--- config.mk ---
export PLATFORM = sky130hd
export DESIGN_NAME = owdm_queue
export DESIGN_NICKNAME = d
export VERILOG_FILES = /design/src/design/owdm_pkg.sv /design/src/design/owdm_queue.sv
export SDC_FILE = /design/constraint.sdc
export NUM_CORES = 1
export LEC_CHECK = 0
export BUFFER_PORTS_ARGS = -buffer_cell sky130_fd_sc_hd__buf_2
export CORE_ASPECT_RATIO = 1.25
export CORE_MARGIN = 2
export CORE_UTILIZATION = 52
export DETAILED_ROUTE_END_ITERATION = 8
export HOLD_SLACK_MARGIN = 0.06
export PLACE_DENSITY = 0.88
export SLEW_MARGIN = 20
export SYNTH_ARGS = -nofsm -noshare
export SYNTH_HDL_FRONTEND = slang
export SYNTH_SLANG_ARGS = --single-unit
--- constraint.sdc ---
create_clock -name clock -period 5.66 [get_ports clock]
set_clock_uncertainty 0.1 [all_clocks]
set_input_delay 0.849 -clock clock [delete_from_list [all_inputs] [get_ports clock]]
set_output_delay 0.849 -clock clock [all_outputs]
set_load 0.1 [all_outputs]
--- src/design/owdm_pkg.sv ---
// ----------------------------------------------------------------------------
// owdm_pkg: shared types and constants for the omni wheel drive mixer
// Fixed-point formats, register indexes, direction codes and the beat types
// that pass between the front end, the job queue and the back end.
// ----------------------------------------------------------------------------
package owdm_pkg;

   // build-time choices
   localparam int PWM_PERIOD       = 1000;   // PWM period in ticks, at most 1023 to fit TICKS_W
   localparam int ROBOT_RADIUS_Q16 = 6554;   // meters, Q0.16
   localparam bit BIDIRECTIONAL    = 1'b0;   // 1 when the weapon ESC runs both ways

   localparam int NUM_WHEELS    = 3;
   localparam int HALF_SQRT3_Q16 = 56756;
   localparam int ONE_Q15       = 32768;
   localparam int ONE_Q18       = 262144;
   localparam int DEAD_ZONE_MIN = 33;

   // x / 255 for x < 2^24 as (x * LEVEL_RECIP) >> LEVEL_SHIFT, exact
   localparam int LEVEL_SHIFT = 32;
   localparam longint LEVEL_RECIP = 64'd16843010;

   // widths
   localparam int IN_W    = 16;
   localparam int LEVEL_W = 8;
   localparam int CSR_W   = 16;
   localparam int LIM_W   = 16;            // top speed register
   localparam int U_W     = 36;            // signed wheel speed, Q.16
   localparam int ABS_W   = U_W - 1;       // magnitude of a wheel speed
   localparam int N_W     = ABS_W + 3;     // ratio dividend and quotient, Q.18
   localparam int Q_W     = 16;            // rescale quotient, Q1.15
   localparam int MAG_W   = 16;            // duty magnitude, Q1.15
   localparam int TICKS_W = 10;
   localparam int WPN_W   = 16;
   localparam int QUEUE_DEPTH = 2;         // power of two
   localparam int QPTR_W  = $clog2(QUEUE_DEPTH);

   typedef enum logic [2:0] {
      CSR_REVERSE_MASK = 3'd0,
      CSR_DUTY_FLOOR   = 3'd1,
      CSR_MAX_SPEED_0  = 3'd2,
      CSR_MAX_SPEED_1  = 3'd3,
      CSR_MAX_SPEED_2  = 3'd4,
      CSR_WEAPON_MIN   = 3'd5,
      CSR_WEAPON_MAX   = 3'd6,
      CSR_WEAPON_CTR   = 3'd7
   } csr_index_type;

   typedef enum logic [1:0] {
      DIR_BRAKE   = 2'd0,
      DIR_FORWARD = 2'd1,
      DIR_REVERSE = 2'd2
   } dir_type;

   typedef struct packed {
      logic [NUM_WHEELS-1:0]            reverse_mask;
      logic [CSR_W-1:0]                 duty_floor;
      logic [NUM_WHEELS-1:0][LIM_W-1:0] max_speed;
      logic [WPN_W-1:0]                 weapon_min;
      logic [WPN_W-1:0]                 weapon_max;
      logic [WPN_W-1:0]                 weapon_center;
   } cfg_type;

   // one classified command waiting for the back end
   typedef struct packed {
      logic [NUM_WHEELS-1:0][U_W-1:0] speed;   // signed wheel speeds
      logic [WPN_W-1:0]               weapon_ticks;
   } job_type;

   typedef struct packed {
      logic full;
      logic empty;
   } q_stat_type;

endpackage

--- src/design/owdm_queue.sv ---
// ----------------------------------------------------------------------------
// owdm_queue: short job queue between front end and back end
// Register-based FIFO, one push and one pop a cycle; a push while full or a pop while empty is ignored.
// ----------------------------------------------------------------------------
module owdm_queue (
   input  logic                 clock,
   input  logic                 reset,
   input  logic                 push,
   input  owdm_pkg::job_type    push_data,
   input  logic                 pop,
   output owdm_pkg::job_type    pop_data,
   output owdm_pkg::q_stat_type q_stat
);

   localparam int QPTR_W = owdm_pkg::QPTR_W;

   owdm_pkg::job_type  slot_ff [owdm_pkg::QUEUE_DEPTH];
   logic [QPTR_W-1:0]  wr_ff, rd_ff;
   logic [QPTR_W:0]    count_ff, count_in;
   logic               do_push, do_pop;

   assign q_stat.full  = count_ff == (QPTR_W+1)'(owdm_pkg::QUEUE_DEPTH);
   assign q_stat.empty = count_ff == '0;
   assign do_push = push && !q_stat.full;
   assign do_pop  = pop && !q_stat.empty;
   assign pop_data = slot_ff[rd_ff];

   always_comb begin
      count_in = count_ff;
      if (do_push && !do_pop) count_in = count_ff + 1'b1;
      if (do_pop && !do_push) count_in = count_ff - 1'b1;
   end

   always_ff @(posedge clock) begin
      if (reset) begin
         wr_ff    <= '0;
         rd_ff    <= '0;
         count_ff <= '0;
      end else begin
         if (do_push) wr_ff <= wr_ff + 1'b1;
         if (do_pop) rd_ff <= rd_ff + 1'b1;
         count_ff <= count_in;
      end
   end

   always_ff @(posedge clock) begin
      if (do_push) slot_ff[wr_ff] <= push_data;
   end

endmodule

==> summary.md <==
| Metric | Value |
|---|---|
| Synth async-reset ratio | `0%` |
| Final core utilization | `65.9%` |
| Synth Instances | `412` |
| Die height | `153 µm` |
| Xor and xnor fraction of the mapped netlist area | `0.286%` |
| Post-detailed-placement half-perimeter wirelength | `11.7 mm` |
| Most used flip-flop cell after synthesis | `sky130_fd_sc_hd__edfxtp_1` |
| CTS root buffer | `sky130_fd_sc_hd__clkbuf_16` |
| Commonest cells in the synthesized netlist | `248 x sky130_fd_sc_hd__edfxtp_1, 124 x sky130_fd_sc_hd__mux2_2, 7 x sky130_fd_sc_hd__buf_2` |
| Max Fanout on Critical Path | `49` |
| Setup repair after global routing missed its margin | `no` |
| Post-synth top area share | `81.1%` |
| Inserted Clock Buffers | `24` |
| Per-cell routed wire length | `18.7 µm` |
| Nets | `811` |
| Via count of the first global-routing pass | `5126` |
| Fraction of synthesized area in multiplexers | `15.2%` |
| CTS Hold Bufs | `0` |
| Routed vias/inst | `5.14` |
| Flip-flop and latch count after synthesis | `253` |
| Pin count of the biggest net entering global routing | `70` |
| Setup crit end kind | `output port` |
| Hold crit path type | `in -> reg` |
| EDFF count, synth | `248` |
| Remaining global-route overflow | `0` |
| Relative max-transition margin | `49.8%` |
| Initial Utilization | `52.9%` |
| Wire length of the first global-routing pass | `25.9 mm` |
| Count of different cell masters after synthesis | `19` |
| Antenna violations before repair | `1` |
| Number of DRC markers in iteration 0 | `313` |
| I/O pin count | `254` |
| Routed Wire Length | `17.3 mm` |
| # diodes | `0` |
| Final critical-path required period | `3.40 ns` |
| Critical path start-end classification | `reg -> out` |
| Total vias in the final route | `4745` |
| Outcome | `finished clean` |
| Layout cell share with drive strength beyond 1 | `60.2%` |
| Final weighted congestion of routability-driven global placement | `0.728` |
| Floorplan core area | `17400 µm²` |
| Library cell with the highest instance count after synthesis | `sky130_fd_sc_hd__edfxtp_1` |
| Highest clock frequency the design can meet | `294 MHz` |
| DRC errors left | `0` |
| Die span in x | `123 µm` |
| Number of port buffers | `253` |
| Finish-stage setup viols | `0` |
| Clk_lat worst skew | `0.50 ns` |
| Seq/Total Area, Yosys | `82.2%` |
| Simple-gate area share of the yosys netlist | `0.504%` |
| Syn Nets | `541` |
| Number of H-tree levels | `1` |
| Area fraction in compound gates after synthesis | `0.300%` |
| Final hold violation count | `0` |
| Remaining number of nets flagged by the antenna check after routing | `0` |
| Maximum buffer depth of the clock tree | `3` |
| Number of max-slew violations in the final report | `0` |
| Die Outline Area | `18700 µm²` |
| Netlist area before placement | `9180 µm²` |
| Iteration count of the initial detailed-routing pass | `6` |
| Tightest Pin Transition | `0.753 ns` |
| Clock slew at the register clock pins of the worst setup and hold paths | `0.06 ns` |
| Cell accounting for the most synthesized area | `sky130_fd_sc_hd__edfxtp_1` |
| CTS tree | `built` |
| Overall track demand over capacity in global routing | `17.9%` |
| # rows | `54` |
| Number of max-cap violations | `0` |
| Crit path DAT | `2.45 ns` |
| Worst hold-check slack | `0.429 ns` |
| Setup tns final | `0 ns` |
| Required time of the critical path | `4.71 ns` |
| Top cells by area, synth | `sky130_fd_sc_hd__edfxtp_1 81%, sky130_fd_sc_hd__mux2_2 15%, sky130_fd_sc_hd__dfxtp_1 1.1%, sky130_fd_sc_hd__buf_6 0.74%, sky130_fd_sc_hd__buf_2 0.38%` |
| Number of warnings printed during yosys synthesis | `0` |
| Nature of the critical path startpoint | `flip-flop` |
| Setup fix buffers added after clock tree synthesis | `0` |
| Clk sink count | `253` |
| Number of gates resized after cts | `0` |
| Synthesis-to-finish area growth | `24.8%` |
| Share of the clock period used by the worst path | `60.0%` |
| Avg Inst Size Synth | `22.3 µm²` |
| Post-synthesis adder-cell area fraction | `0.136%` |
| Main combinational cell family by area after synthesis | `multiplexers` |
-- worst max-delay path, cell delays in order, from the launching register on --
cell	delay, ns
sky130_fd_sc_hd__dfxtp_4	0.60
sky130_fd_sc_hd__buf_4	0.59
sky130_fd_sc_hd__mux2_2	0.43
sky130_fd_sc_hd__buf_2	0.30
-- logic make-up after synthesis --
family,after synthesis
AOI/OAI and AO/OA,5
xor gates and xnor gates,3
adders and majority gates,1
buffers and inverters,17
DFF,253
muxes,124
and+or+nand+nor,9
-- flip-flops by register name, summed over array words and instances (netlist names), named ones only --
| register | count |
|---|---|
| wr_ff | 1 |
| count_ff | 2 |
| rd_ff | 1 |
| slot_ff | 248 |
-- final cells by class --
cell class / count / area, µm²
timing repair buffer: 258 / 1320
clock buffer: 33 / 676
sequential: 253 / 7550
clock inverter: 10 / 100
inverter: 3 / 13.8
fill: 1161 / 5910
tap: 224 / 280
multi-input combinational: 142 / 1510
-- final timing paths --
check                                   start  depth (start not counted)  slack [ns]              to
worst max-delay path                flip-flop                          3        2.26    pop_data[58]
worst min-delay path            push_data[54]                          1        0.43  slot_ff[0][54]
worst max register to register    count_ff[0]                          5        3.11  slot_ff[0][65]
worst min register to register          wr_ff                          2        0.43           wr_ff
-- through the flow --
step                      instances  setup slack [ns]  cell area (µm²)
after CTS                       923              2.21            11500
after floorplan                 412              1.31             9180
after detailed placement        880              2.70            10700
after global routing            923              2.12            11500
after global placement          880              2.79            10700
final                           923              2.26            11500
-- routing by layer --
| layer | vias to the layer above | routed length (µm) | track usage, % |
|---|---|---|---|
| met5 | - | 0 | 0 |
| li1 | 2178 | - | - |
| met4 | 0 | 388 | 5.09 |
| met3 | 39 | 1530 | 5.61 |
| met1 | 2331 | 6200 | 19.7 |
| met2 | 197 | 9190 | 32.8 |
-- layout by cell type (no fill, tap or decap), drive strengths merged --
cell type / netlist / routed
a21oi: 2 / 2
and3: 1 / 1
buf: 14 / 258
bufinv: 0 / 2
clkbuf: 0 / 33
clkinv: 0 / 8
dfxtp: 5 / 5
edfxtp: 248 / 248
ha: 1 / 1
inv: 3 / 3
mux2: 124 / 124
nand2: 1 / 1
nand2b: 1 / 1
nor2: 4 / 4
o21a: 1 / 1
o21ai: 2 / 2
or3: 2 / 2
xnor2: 2 / 2
xor2: 1 / 1
Power is not shown: default switching activity piles up to over one toggle a cycle in this logic, so the estimate is an artifact.
