[config.mk]
export PLATFORM = sky130hd
export DESIGN_NAME = owdm_front
export DESIGN_NICKNAME = d
export VERILOG_FILES = /design/src/design/owdm_pkg.sv /design/src/design/owdm_front.sv
export SDC_FILE = /design/constraint.sdc
export NUM_CORES = 2
export LEC_CHECK = 0
export ABC_CLOCK_PERIOD_IN_PS = 12000
export BUFFER_PORTS_ARGS = -buffer_cell sky130_fd_sc_hd__buf_2
export CAP_MARGIN = 25
export CELL_PAD_IN_SITES_DETAIL_PLACEMENT = 0
export CELL_PAD_IN_SITES_GLOBAL_PLACEMENT = 2
export CORE_MARGIN = 3
export CORE_UTILIZATION = 41
export DETAILED_ROUTE_END_ITERATION = 6
export PLACE_DENSITY = 0.86
export SETUP_SLACK_MARGIN = 0.5
export SYNTH_ARGS = -nofsm -noshare
export SYNTH_HDL_FRONTEND = slang
export SYNTH_SLANG_ARGS = --single-unit
[constraint.sdc]
create_clock -name clock -period 12 [get_ports clock]
set_input_delay 1.8 -clock clock [delete_from_list [all_inputs] [get_ports clock]]
set_output_delay 1.8 -clock clock [all_outputs]
set_load 0.05 [all_outputs]
[src/design/owdm_pkg.sv]
// ----------------------------------------------------------------------------
// owdm_pkg: shared types and constants for the omni wheel drive mixer
// Fixed-point formats, register indexes, direction codes and the beat types
// that pass between the front end, the job queue and the back end.
// ----------------------------------------------------------------------------
package owdm_pkg;

   // build-time choices
   localparam int PWM_PERIOD       = 1000;   // PWM period in ticks, at most 1023 to fit TICKS_W
   localparam int ROBOT_RADIUS_Q16 = 6554;   // meters, Q0.16
   localparam bit BIDIRECTIONAL    = 1'b0;   // 1 when the weapon ESC runs both ways

   localparam int NUM_WHEELS    = 3;
   localparam int HALF_SQRT3_Q16 = 56756;
   localparam int ONE_Q15       = 32768;
   localparam int ONE_Q18       = 262144;
   localparam int DEAD_ZONE_MIN = 33;

   // x / 255 for x < 2^24 as (x * LEVEL_RECIP) >> LEVEL_SHIFT, exact
   localparam int LEVEL_SHIFT = 32;
   localparam longint LEVEL_RECIP = 64'd16843010;

   // widths
   localparam int IN_W    = 16;
   localparam int LEVEL_W = 8;
   localparam int CSR_W   = 16;
   localparam int LIM_W   = 16;            // top speed register
   localparam int U_W     = 36;            // signed wheel speed, Q.16
   localparam int ABS_W   = U_W - 1;       // magnitude of a wheel speed
   localparam int N_W     = ABS_W + 3;     // ratio dividend and quotient, Q.18
   localparam int Q_W     = 16;            // rescale quotient, Q1.15
   localparam int MAG_W   = 16;            // duty magnitude, Q1.15
   localparam int TICKS_W = 10;
   localparam int WPN_W   = 16;
   localparam int QUEUE_DEPTH = 2;         // power of two
   localparam int QPTR_W  = $clog2(QUEUE_DEPTH);

   typedef enum logic [2:0] {
      CSR_REVERSE_MASK = 3'd0,
      CSR_DUTY_FLOOR   = 3'd1,
      CSR_MAX_SPEED_0  = 3'd2,
      CSR_MAX_SPEED_1  = 3'd3,
      CSR_MAX_SPEED_2  = 3'd4,
      CSR_WEAPON_MIN   = 3'd5,
      CSR_WEAPON_MAX   = 3'd6,
      CSR_WEAPON_CTR   = 3'd7
   } csr_index_type;

   typedef enum logic [1:0] {
      DIR_BRAKE   = 2'd0,
      DIR_FORWARD = 2'd1,
      DIR_REVERSE = 2'd2
   } dir_type;

   typedef struct packed {
      logic [NUM_WHEELS-1:0]            reverse_mask;
      logic [CSR_W-1:0]                 duty_floor;
      logic [NUM_WHEELS-1:0][LIM_W-1:0] max_speed;
      logic [WPN_W-1:0]                 weapon_min;
      logic [WPN_W-1:0]                 weapon_max;
      logic [WPN_W-1:0]                 weapon_center;
   } cfg_type;

   // one classified command waiting for the back end
   typedef struct packed {
      logic [NUM_WHEELS-1:0][U_W-1:0] speed;   // signed wheel speeds
      logic [WPN_W-1:0]               weapon_ticks;
   } job_type;

   typedef struct packed {
      logic full;
      logic empty;
   } q_stat_type;

endpackage

[src/design/owdm_front.sv]
// ----------------------------------------------------------------------------
// owdm_front: command intake and inverse kinematics
// Takes a command beat, applies the flip, forms the three wheel speeds and
// the weapon pulse, and pushes one job into the queue.
// ----------------------------------------------------------------------------
module owdm_front (
   input  logic                              clock,
   input  logic                              reset,
   input  logic                              start,
   output logic                              busy,
   input  logic signed [owdm_pkg::IN_W-1:0]  req_vel_x,
   input  logic signed [owdm_pkg::IN_W-1:0]  req_vel_y,
   input  logic signed [owdm_pkg::IN_W-1:0]  req_turn_rate,
   input  logic [owdm_pkg::LEVEL_W-1:0]      req_weapon_level,
   input  logic                              req_flipped,
   input  owdm_pkg::cfg_type                 cfg,
   input  owdm_pkg::q_stat_type              q_stat,
   output logic                              push,
   output owdm_pkg::job_type                 push_data
);

   localparam int U_W   = owdm_pkg::U_W;
   localparam int WPN_W = owdm_pkg::WPN_W;
   localparam logic signed [17:0] HALF_K   = 18'(owdm_pkg::HALF_SQRT3_Q16);
   localparam logic signed [17:0] RADIUS_K = 18'(owdm_pkg::ROBOT_RADIUS_Q16);
   localparam logic [24:0]        RECIP_K  = 25'(owdm_pkg::LEVEL_RECIP);

   logic adv;
   logic accept;

   // stage 0: captured command
   logic               s0_valid_ff;
   logic signed [16:0] s0_vx_ff, s0_vx_in;
   logic signed [15:0] s0_vy_ff;
   logic signed [15:0] s0_w_ff;
   logic [7:0]         s0_level_ff;
   logic               s0_flip_ff;

   // stage 1: products
   logic               s1_valid_ff;
   logic signed [34:0] s1_pvx_ff, s1_pvx_in;
   logic signed [33:0] s1_prw_ff, s1_prw_in;
   logic signed [15:0] s1_vy_ff;
   logic [WPN_W-1:0]   s1_base_ff, s1_base_in;
   logic               s1_down_ff, s1_down_in;
   logic [23:0]        s1_wprod_ff, s1_wprod_in;
   logic [WPN_W-1:0]   s1_far_in, s1_span_in;

   // stage 2: wheel speeds and weapon step
   logic                 s2_valid_ff;
   logic signed [U_W-1:0] s2_u0_ff, s2_u1_ff, s2_u2_ff;
   logic signed [U_W-1:0] s2_u0_in, s2_u1_in, s2_u2_in;
   logic signed [U_W-1:0] pvx_ext, vy_full, vy_half, rw8;
   logic [WPN_W-1:0]     s2_base_ff;
   logic                 s2_down_ff;
   logic [WPN_W-1:0]     s2_step_ff;
   logic [48:0]          s2_recip_in;

   assign adv    = !q_stat.full;
   assign busy   = q_stat.full;
   assign accept = start && !busy;

   assign s0_vx_in = req_flipped ? -{req_vel_x[15], req_vel_x} : {req_vel_x[15], req_vel_x};

   always_ff @(posedge clock) begin
      if (reset) begin
         s0_valid_ff <= 1'b0;
         s1_valid_ff <= 1'b0;
         s2_valid_ff <= 1'b0;
      end else if (adv) begin
         s0_valid_ff <= accept;
         s1_valid_ff <= s0_valid_ff;
         s2_valid_ff <= s1_valid_ff;
      end
   end

   always_ff @(posedge clock) begin
      if (accept) begin
         s0_vx_ff    <= s0_vx_in;
         s0_vy_ff    <= req_vel_y;
         s0_w_ff     <= req_turn_rate;
         s0_level_ff <= req_weapon_level;
         s0_flip_ff  <= req_flipped;
      end
   end

   // weapon endpoints: base is where level 0 sits, far where level 255 sits
   always_comb begin
      if (owdm_pkg::BIDIRECTIONAL) begin
         s1_base_in = cfg.weapon_center;
         s1_far_in  = s0_flip_ff ? cfg.weapon_min : cfg.weapon_max;
      end else begin
         s1_base_in = cfg.weapon_min;
         s1_far_in  = cfg.weapon_max;
      end
      s1_down_in  = s1_far_in < s1_base_in;
      s1_span_in  = s1_down_in ? s1_base_in - s1_far_in : s1_far_in - s1_base_in;
      s1_wprod_in = {16'b0, s0_level_ff} * {8'b0, s1_span_in};
   end

   assign s1_pvx_in = s0_vx_ff * HALF_K;
   assign s1_prw_in = s0_w_ff * RADIUS_K;

   always_ff @(posedge clock) begin
      if (adv) begin
         s1_pvx_ff   <= s1_pvx_in;
         s1_prw_ff   <= s1_prw_in;
         s1_vy_ff    <= s0_vy_ff;
         s1_base_ff  <= s1_base_in;
         s1_down_ff  <= s1_down_in;
         s1_wprod_ff <= s1_wprod_in;
      end
   end

   assign pvx_ext = {s1_pvx_ff[34], s1_pvx_ff};
   assign vy_full = {{4{s1_vy_ff[15]}}, s1_vy_ff, 16'b0};
   assign vy_half = {{5{s1_vy_ff[15]}}, s1_vy_ff, 15'b0};
   assign rw8     = {s1_prw_ff[32:0], 3'b000};   // |w*R| < 2^32

   assign s2_u0_in = rw8 - vy_full;
   assign s2_u1_in = pvx_ext + vy_half + rw8;
   assign s2_u2_in = vy_half + rw8 - pvx_ext;

   assign s2_recip_in = {25'b0, s1_wprod_ff} * {24'b0, RECIP_K};

   always_ff @(posedge clock) begin
      if (adv) begin
         s2_u0_ff   <= s2_u0_in;
         s2_u1_ff   <= s2_u1_in;
         s2_u2_ff   <= s2_u2_in;
         s2_base_ff <= s1_base_ff;
         s2_down_ff <= s1_down_ff;
         s2_step_ff <= s2_recip_in[owdm_pkg::LEVEL_SHIFT +: WPN_W];
      end
   end

   assign push = s2_valid_ff && adv;
   assign push_data.speed[0] = s2_u0_ff;
   assign push_data.speed[1] = s2_u1_ff;
   assign push_data.speed[2] = s2_u2_ff;
   assign push_data.weapon_ticks = s2_down_ff ? s2_base_ff - s2_step_ff
                                              : s2_base_ff + s2_step_ff;

endmodule

==> impl_metrics.csv <==
group,metric,value,unit
sta,finalSetupTns,0,ps
synth,synth.distinct_cells,70,
sta,fin_skew,17.6,ps
sta,max_freq,97.8,MHz
clock_tree,postCtsSetupBuffers,0,
status,outcome,"completed",
sta,fin_ws,1780,ps
critical_path,max_stage_delay,890,ps
die,start_util,41.6,%
clock_tree,clk_pin_slew_worst_paths,60,ps
critical_path,cp-start-kind,"primary input",
route,ant_nets,0,
sta,rsz0062_at_grt,"no",
die,die_area,85600,um^2
place,place_ws,1320,ps
finish,layoutNonFillerInstCount,4511,
sta,max_slew.worst_pin.slew,979,ps
synth,syn-cell-area,33700,um^2
route,avgViaCountPerCell,4.91,
finish,layout-drive-gt1-share,8.87,%
sta,hold_viol,0,
place,dp_cells,4439,
clock_tree,cts_sinks,307,
global_route,antenna_found_initial,5,
clock_tree,cts-hold-fix-buffers,0,
critical_path,crit_required,12310,ps
clock_tree,clock_latency,570,ps
clock_tree,cts-htree-levels,2,
global_route,grt-ovfl-total,0,
clock_tree,cts-root-buf,"clkbuf_16",
synth,synth-edff-count,304,
synth,synth-async-reset-ratio,0,%
synth,yosys_warnings,0,
critical_path,worst-path-max-fanout,16,
sta,period_share,85.2,%
clock_tree,clockBufferDepth,3,
critical_path,path_class,"in -> reg",
synth,synth-seq-cells,307,
die,die_x,292,um
synth,yosysSeqAreaShare,27.3,%
route,drtIter0Drc,1136,
route,drc_errors,0,
sta,period_needed,10220,ps
route,wl,76600,um
route,drt-pass1-iter-count,7,
finish,fin_nets,4477,
clock_tree,cts_resized,0,
place,port_buffers,210,
die,coreArea,80900,um^2
global_route,grt_pass1_wl,124000,um
run,drv_cap,0,
global_route,grt_max_degree,118,
sta,relSlewSlack,34.8,%
clock_tree,cts_tree,"built",
critical_path,cp.arrival,10530,ps
clock_tree,numCtsBuffers,40,
place,finalWeightedCongestion,0.876,
critical_path,crit_path_end_kind,"flip-flop",
route,vias,22100,
worst_hold_path,hold_class,"reg -> reg",
route,wire_per_inst,17.0,um
sta,report.final.slew_viol_count,0,
die,num_io_pins,303,
sta,finalSetupViolations,0,
finish,n_fill_cell,7761,
global_route,track_usage,18.3,%
finish,antenna_cells,0,
global_route,grt_pass1_vias,22600,
synth,synth.avg_cell_area,10.5,um^2
synth,syn_inst,3193,
die,die_y,292,um
critical_path,crit_path_top_delay_cell,"a311oi_4",
finish,area_delta_synth_final,10.5,%
place,dp_hpwl,64100,um
synth,ys.flop_type,"edfxtp_1",
die,rows,104,
[placed cells by master (no fill, tap or decap), types with 11 or more instances in the layout]
cell and n:
inv_1 669, ha_1 544, fa_1 334, edfxtp_1 304
buf_2 210, a21oi_1 164, xnor2_1 159, nor2_1 133
o21ai_0 96, nand2_1 94, and2_1 82, a21o_1 67
nor2b_1 57, xor2_1 51, nand3_1 45, clkbuf_16 41
nor3_1 32, nand2b_1 30, o21bai_1 25, o21a_1 23
a211oi_1 22, and3_1 20, mux2i_1 20, o211ai_1 16
a31oi_1 15, nand4_1 13, o31ai_1 11
[logic make-up (layout without fill, tap and decap cells)]
| group | count (synthesis) | count (layout) | synth area share, % |
|---|---|---|---|
| buffers and inverters | 709 | 960 | 8.12 |
| multiplexers | 25 | 25 | 0.762 |
| AO/OA/AOI/OAI | 514 | 514 | 9.89 |
| other | 1 | 8 | 0.0111 |
| flip-flops | 307 | 307 | 27.3 |
| adder cells (fa/ha/maj) | 878 | 878 | 40.1 |
| AND/OR/NAND/NOR | 549 | 549 | 8.35 |
| XOR/XNOR | 210 | 210 | 5.47 |
[state kept, by name (all words and copies together), names as in the netlist]
register / count
s1_prw_ff: 29
s1_valid_ff: 1
s2_down_ff: 1
s0_vx_ff: 17
s0_w_ff: 16
s0_vy_ff: 16
s1_down_ff: 1
s2_u0_ff: 30
s2_u1_ff: 34
s2_valid_ff: 1
s1_base_ff: 16
s1_pvx_ff: 32
s1_wprod_ff: 24
s1_vy_ff: 16
s2_u2_ff: 32
s0_level_ff: 8
s2_base_ff: 16
s0_valid_ff: 1
s2_step_ff: 16
[worst max-delay path, delay by kind of cell]
kind | cells | cell delay (ps)
compound gates | 11 | 3710
fa+ha+maj | 7 | 2840
simple gates | 3 | 930
mux | 1 | 440
xor+xnor | 2 | 440
buf+inv | 6 | 380
[Yosys cell counts (20+ instances only)]
cell | number | area share (%)
a21o_1 | 67 | 1.5
o21bai_1 | 25 | 0.56
mux2i_1 | 20 | 0.59
xnor2_1 | 159 | 4.1
o21ai_0 | 96 | 1.4
a21oi_1 | 164 | 2.4
o21a_1 | 23 | 0.51
and2_1 | 82 | 1.5
nand2b_1 | 30 | 0.56
xor2_1 | 51 | 1.3
and3_1 | 20 | 0.37
nor3_1 | 32 | 0.48
edfxtp_1 | 304 | 27
ha_1 | 544 | 20
nand2_1 | 94 | 1.0
nor2b_1 | 58 | 1.1
a211oi_1 | 22 | 0.49
nand3_1 | 45 | 0.67
fa_1 | 334 | 20
inv_1 | 670 | 7.5
nor2_1 | 133 | 1.5
[area by class of cell]
type / count / area [um^2] / area share [%]
clock buffer: 47 / 1050 / 2.82
clock inverter: 24 / 213 / 0.572
inverter: 670 / 2520 / 6.78
multi-input combinational: 2184 / 21800 / 58.5
sequential: 307 / 9190 / 24.7
tap: 1060 / 1330 / 3.57
timing repair buffer: 219 / 1120 / 3.01
[worst paths after layout]
check,start,end,slack (ps),cells past startpoint
max,cfg[16],s1_wprod_ff[22],1780,30
min,s1_base_ff[3],s2_base_ff[3],420,0
max reg2reg,s0_vx_ff[7],s1_pvx_ff[32],5550,19
min reg2reg,s1_base_ff[3],s2_base_ff[3],420,0
[metal layers]
metal	part of all wire, %	track usage, %
met3	3.9	2.19
met5	0	0
met1	49	27.0
met4	2.6	4.83
met2	44	28.6
[stage by stage]
step                      utilization, %  cell area [um^2]  hold slack [ps]
after floorplan                        -             33700              400
after global placement              44.4             35900              402
after detailed placement            44.4             35900              405
after CTS                           45.9             37200              417
after global routing                45.9             37200              424
final                               45.9             37200              417
Power is left out: the tool's default activity adds up to more than one toggle a clock period on the data nets, which glitch-free logic cannot reach.
